==> src/sv/gn2d_mul.sv <==
// Shared signed multiplier with registered product.
`timescale 1ns / 1ps
module gn2d_mul (
  input  logic               clk,
  input  logic signed [32:0] a,
  input  logic signed [32:0] b,
  output logic signed [65:0] p_r
);
  // one product per cycle, registered
  always_ff @(posedge clk) begin
    p_r <= a * b;
  end
endmodule

==> config.mk <==
export PLATFORM = sky130hd
export DESIGN_NAME = gn2d_mul
export DESIGN_NICKNAME = d
export VERILOG_FILES = /design/src/sv/gn2d_mul.sv
export SDC_FILE = /design/constraint.sdc
export NUM_CORES = 2
export LEC_CHECK = 0
export BUFFER_PORTS_ARGS = -buffer_cell sky130_fd_sc_hd__buf_4
export CAP_MARGIN = 20
export CORE_AREA = 2 2 455 231
export CTS_CLUSTER_DIAMETER = 80
export DETAILED_ROUTE_END_ITERATION = 8
export DIE_AREA = 0 0 457 233
export PLACE_DENSITY = 0.55
export SETUP_SLACK_MARGIN = 0.4
export SKIP_LAST_GASP = 1
export SYNTH_ARGS = -nofsm -noshare
export SYNTH_HDL_FRONTEND = slang
export SYNTH_SLANG_ARGS = --single-unit
==> constraint.sdc <==
create_clock -name clk -period 11.1 [get_ports clk]
set_input_delay 1.11 -clock clk [delete_from_list [all_inputs] [get_ports clk]]
set_output_delay 1.11 -clock clk [all_outputs]
set_load 0.03 [all_outputs]
==> metrics.md <==
| Metric | Value |
|---|---|
| Run status | finished clean |
| Yosys top cell by area | fa_1 |
| Highest routed layer | met5 |
| Setup TNS | 0 ns |
| Critical path arrival | approximately 9 ns |
| DRT met1 WL | about 45 mm |
| Top cells by area, synth | fa_1, inv_1, and2_1, ha_1, nand2_1 |
| Max reg flops | between 60 and 70 |
| Port bufs | ~130 |
| Hold Path Class | input port to register |
| Post-synth top area share | between 50 and 60% |
| Bufs on Longest Clock Path | 2 |
| Final hold viol count | 0 |
| Starting Density | approximately 40% |
| WL met3 | ~4.8 mm |
| EDFF count, synth | 0 |
| Post-CTS Hold Fix Bufs | 0 |
| DRT Wirelength | around 110 mm |
| Regs by FF count | p_r: 66 flops |
| All-Layer GR Usage | ~22% |
| Worst stage delay on the critical path | 0.95 ns |
| Worst-path cell chain | buf_4, nand2_1, inv_1, fa_1, fa_1, fa_1, inv_1, fa_1, fa_1, fa_1, fa_1, fa_1, inv_1, ha_1, and4_1, nand3_1, nand2b_1, a2111oi_4, a211oi_4, a21o_2, a21o_1, a211oi_2 |
| Area Overhead vs Synth | 5.40% |
| Kind of critical path | input port to register |
| Max Slew Vio Count | 0 |
| DR WL met2 | 57.2 mm |
| Die area | ~0.11 sq mm |
| Final setup viols | 0 |
| Post-route DRC | 0 |
| Initial antenna violation count | 8 |
| Routability Congestion | roughly 0.9 |
| CTS tree | yes |
| Via count | roughly 28000 |
| Crit path buffers/inverters | 4 |
| Top delay family on crit path | adder cells |
| Synthesis-stage register bit count | 66 |
| Async S/R FF share, synth | 0% |
| Max-Slew Margin vs Limit | between 20 and 30% |
| Final non-filler cell total | around 5600 |
| Syn_area_per_cell | approximately 9.4 sq um |
| Pre-Repair DR Iteration Count | 5 |
| Routed len/inst | between 15 and 20 microns |
| Root buf cell | clkbuf_16 |
| Unrepaired setup endpoints after global routing | false |
| CTS buffer count | 9 |
| Die X | about 460 microns |
| CP max FO | 33 |
| Yosys warnings | 0 |
| Worst path required time | 11.40 ns |
| Die height | about 230 microns |
| CP Capture Type | register |
| Worst Tran Pin Value | roughly 1.1 ns |
| Global route overflow | 0 |
| Mapped Cells | approximately 4300 |
| Synthesized cell area | 0.0407 sq mm |
| Global-route wire length before repair | between 150 and 200 mm |
| Nets | about 5700 |
| Share of cells above drive strength 1 | about 4.4% |
| Antenna viol nets, final | 0 |
| Post-route minimum period | about 8.7 ns |
| Distinct cells, synth | 80 |
| Vias per cell | between 4 and 5 |
| # Post-CTS Setup Buffers | 0 |
| Inst Count DP | around 5600 |
| Top-count cell post-synth | fa_1 |
| Post-CTS Resized | 0 |
| Boundary Pins | 133 |
| CTS sink count | 66 |
| Slowest-stage cell, CP | fa_1 |
| CP most frequent cell | fa_1 |
| Core Region | 0.102 sq mm |
| Std-Cell Rows | between 80 and 90 |
| Initial drt markers | between 1500 and 2000 |
| Seq/Total Area, Yosys | 3.24% |
| H-tree depth | 3 |
| Largest net degree at the start of global routing | 34 |
| Final Cycle Share | between 70% and 80% |
| Number of global-route vias before repair | 31200 |
| Dpl hpwl | about 92 mm |
| Filler cells | around 10000 |
| Post-Syn Nets | 5767 |
| Post-synth top flop | dfxtp_1 |
| Reg clk slew, reported paths | around 0.070 ns |
| Fmax | 115 MHz |
| Max Cap Viol | 0 |
| Startpoint types | input port |
| Register name with the most flops | p_r |
| Top post-synthesis cells by count | fa_1, inv_1, and2_1, nand2_1, ha_1 |
| WHS | about 1.2 ns |
-- layer usage --
metal / up-vias / track usage [%]
met5: - / 0
met4: 4 / 6.71
met3: 166 / 2.65
met2: 684 / 38.8
met1: 15000 / 27.4
li1: 12200 / -
-- kinds of logic (layout without fill, tap and decap cells) --
group	count (synthesis)	count (layout)	share of synthesized area, %
compound gates	219	219	4.07
xor+xnor	68	68	1.46
simple gates	1271	1271	15.8
buf+inv	1352	1283	12.5
flops	66	66	3.24
fa+ha+maj	1362	1362	62.9
other cells	0	5	0
-- per-stage QoR --
step | util [%] | instance area (sq um) | setup slack, ns
after floorplan | - | 40700 | 2.75
after global placement | 41.7 | 42600 | 1.46
after detailed placement | 41.7 | 42600 | 1.45
after CTS | 42.0 | 42900 | 1.81
after global routing | 42.0 | 42900 | 1.84
final | 42.0 | 42900 | 2.37
-- path summary, 6_finish.rpt --
check | start | endpoint | slack [ns] | depth (start not counted)
worst min-delay path | b[0] | p_r[0]$_DFF_P_ | 1.22 | 2
worst max-delay path | b[0] | p_r[62]$_DFF_P_ | 2.37 | 22
-- area by class of cell --
type	instances	area, sq um	area share, %
Antenna cell	5	12.5	0.0291
Multi-Input combinational cell	2920	34300	79.9
Sequential cell	66	1320	3.08
Inverter	1131	4250	9.89
Tap cell	1360	1700	3.96
Clock buffer	11	233	0.542
Timing Repair Buffer	136	1050	2.44
Clock inverter	5	55.1	0.128
-- layout by cell type (no fill, tap or decap), drive strengths merged, types with 3 or more instances in the layout --
cell and count:
a211o 6, a211oi 11, a21boi 3, a21o 38
a21oi 61, a221oi 3, a31oi 9, and2 563
and3 6, and4 5, buf 136, clkbuf 11
dfxtp 66, diode 5, fa 1145, ha 217
inv 1131, nand2 551, nand2b 12, nand3 26
nand4 12, nor2 68, nor2b 5, nor3 7
nor4 3, o211ai 5, o21a 6, o21ai 33
o21bai 11, o31ai 7, or2 3, or3 3
xnor2 43, xor2 25
Power is not shown: default switching activity piles up to over one toggle a cycle in this logic, so the estimate is an artifact.
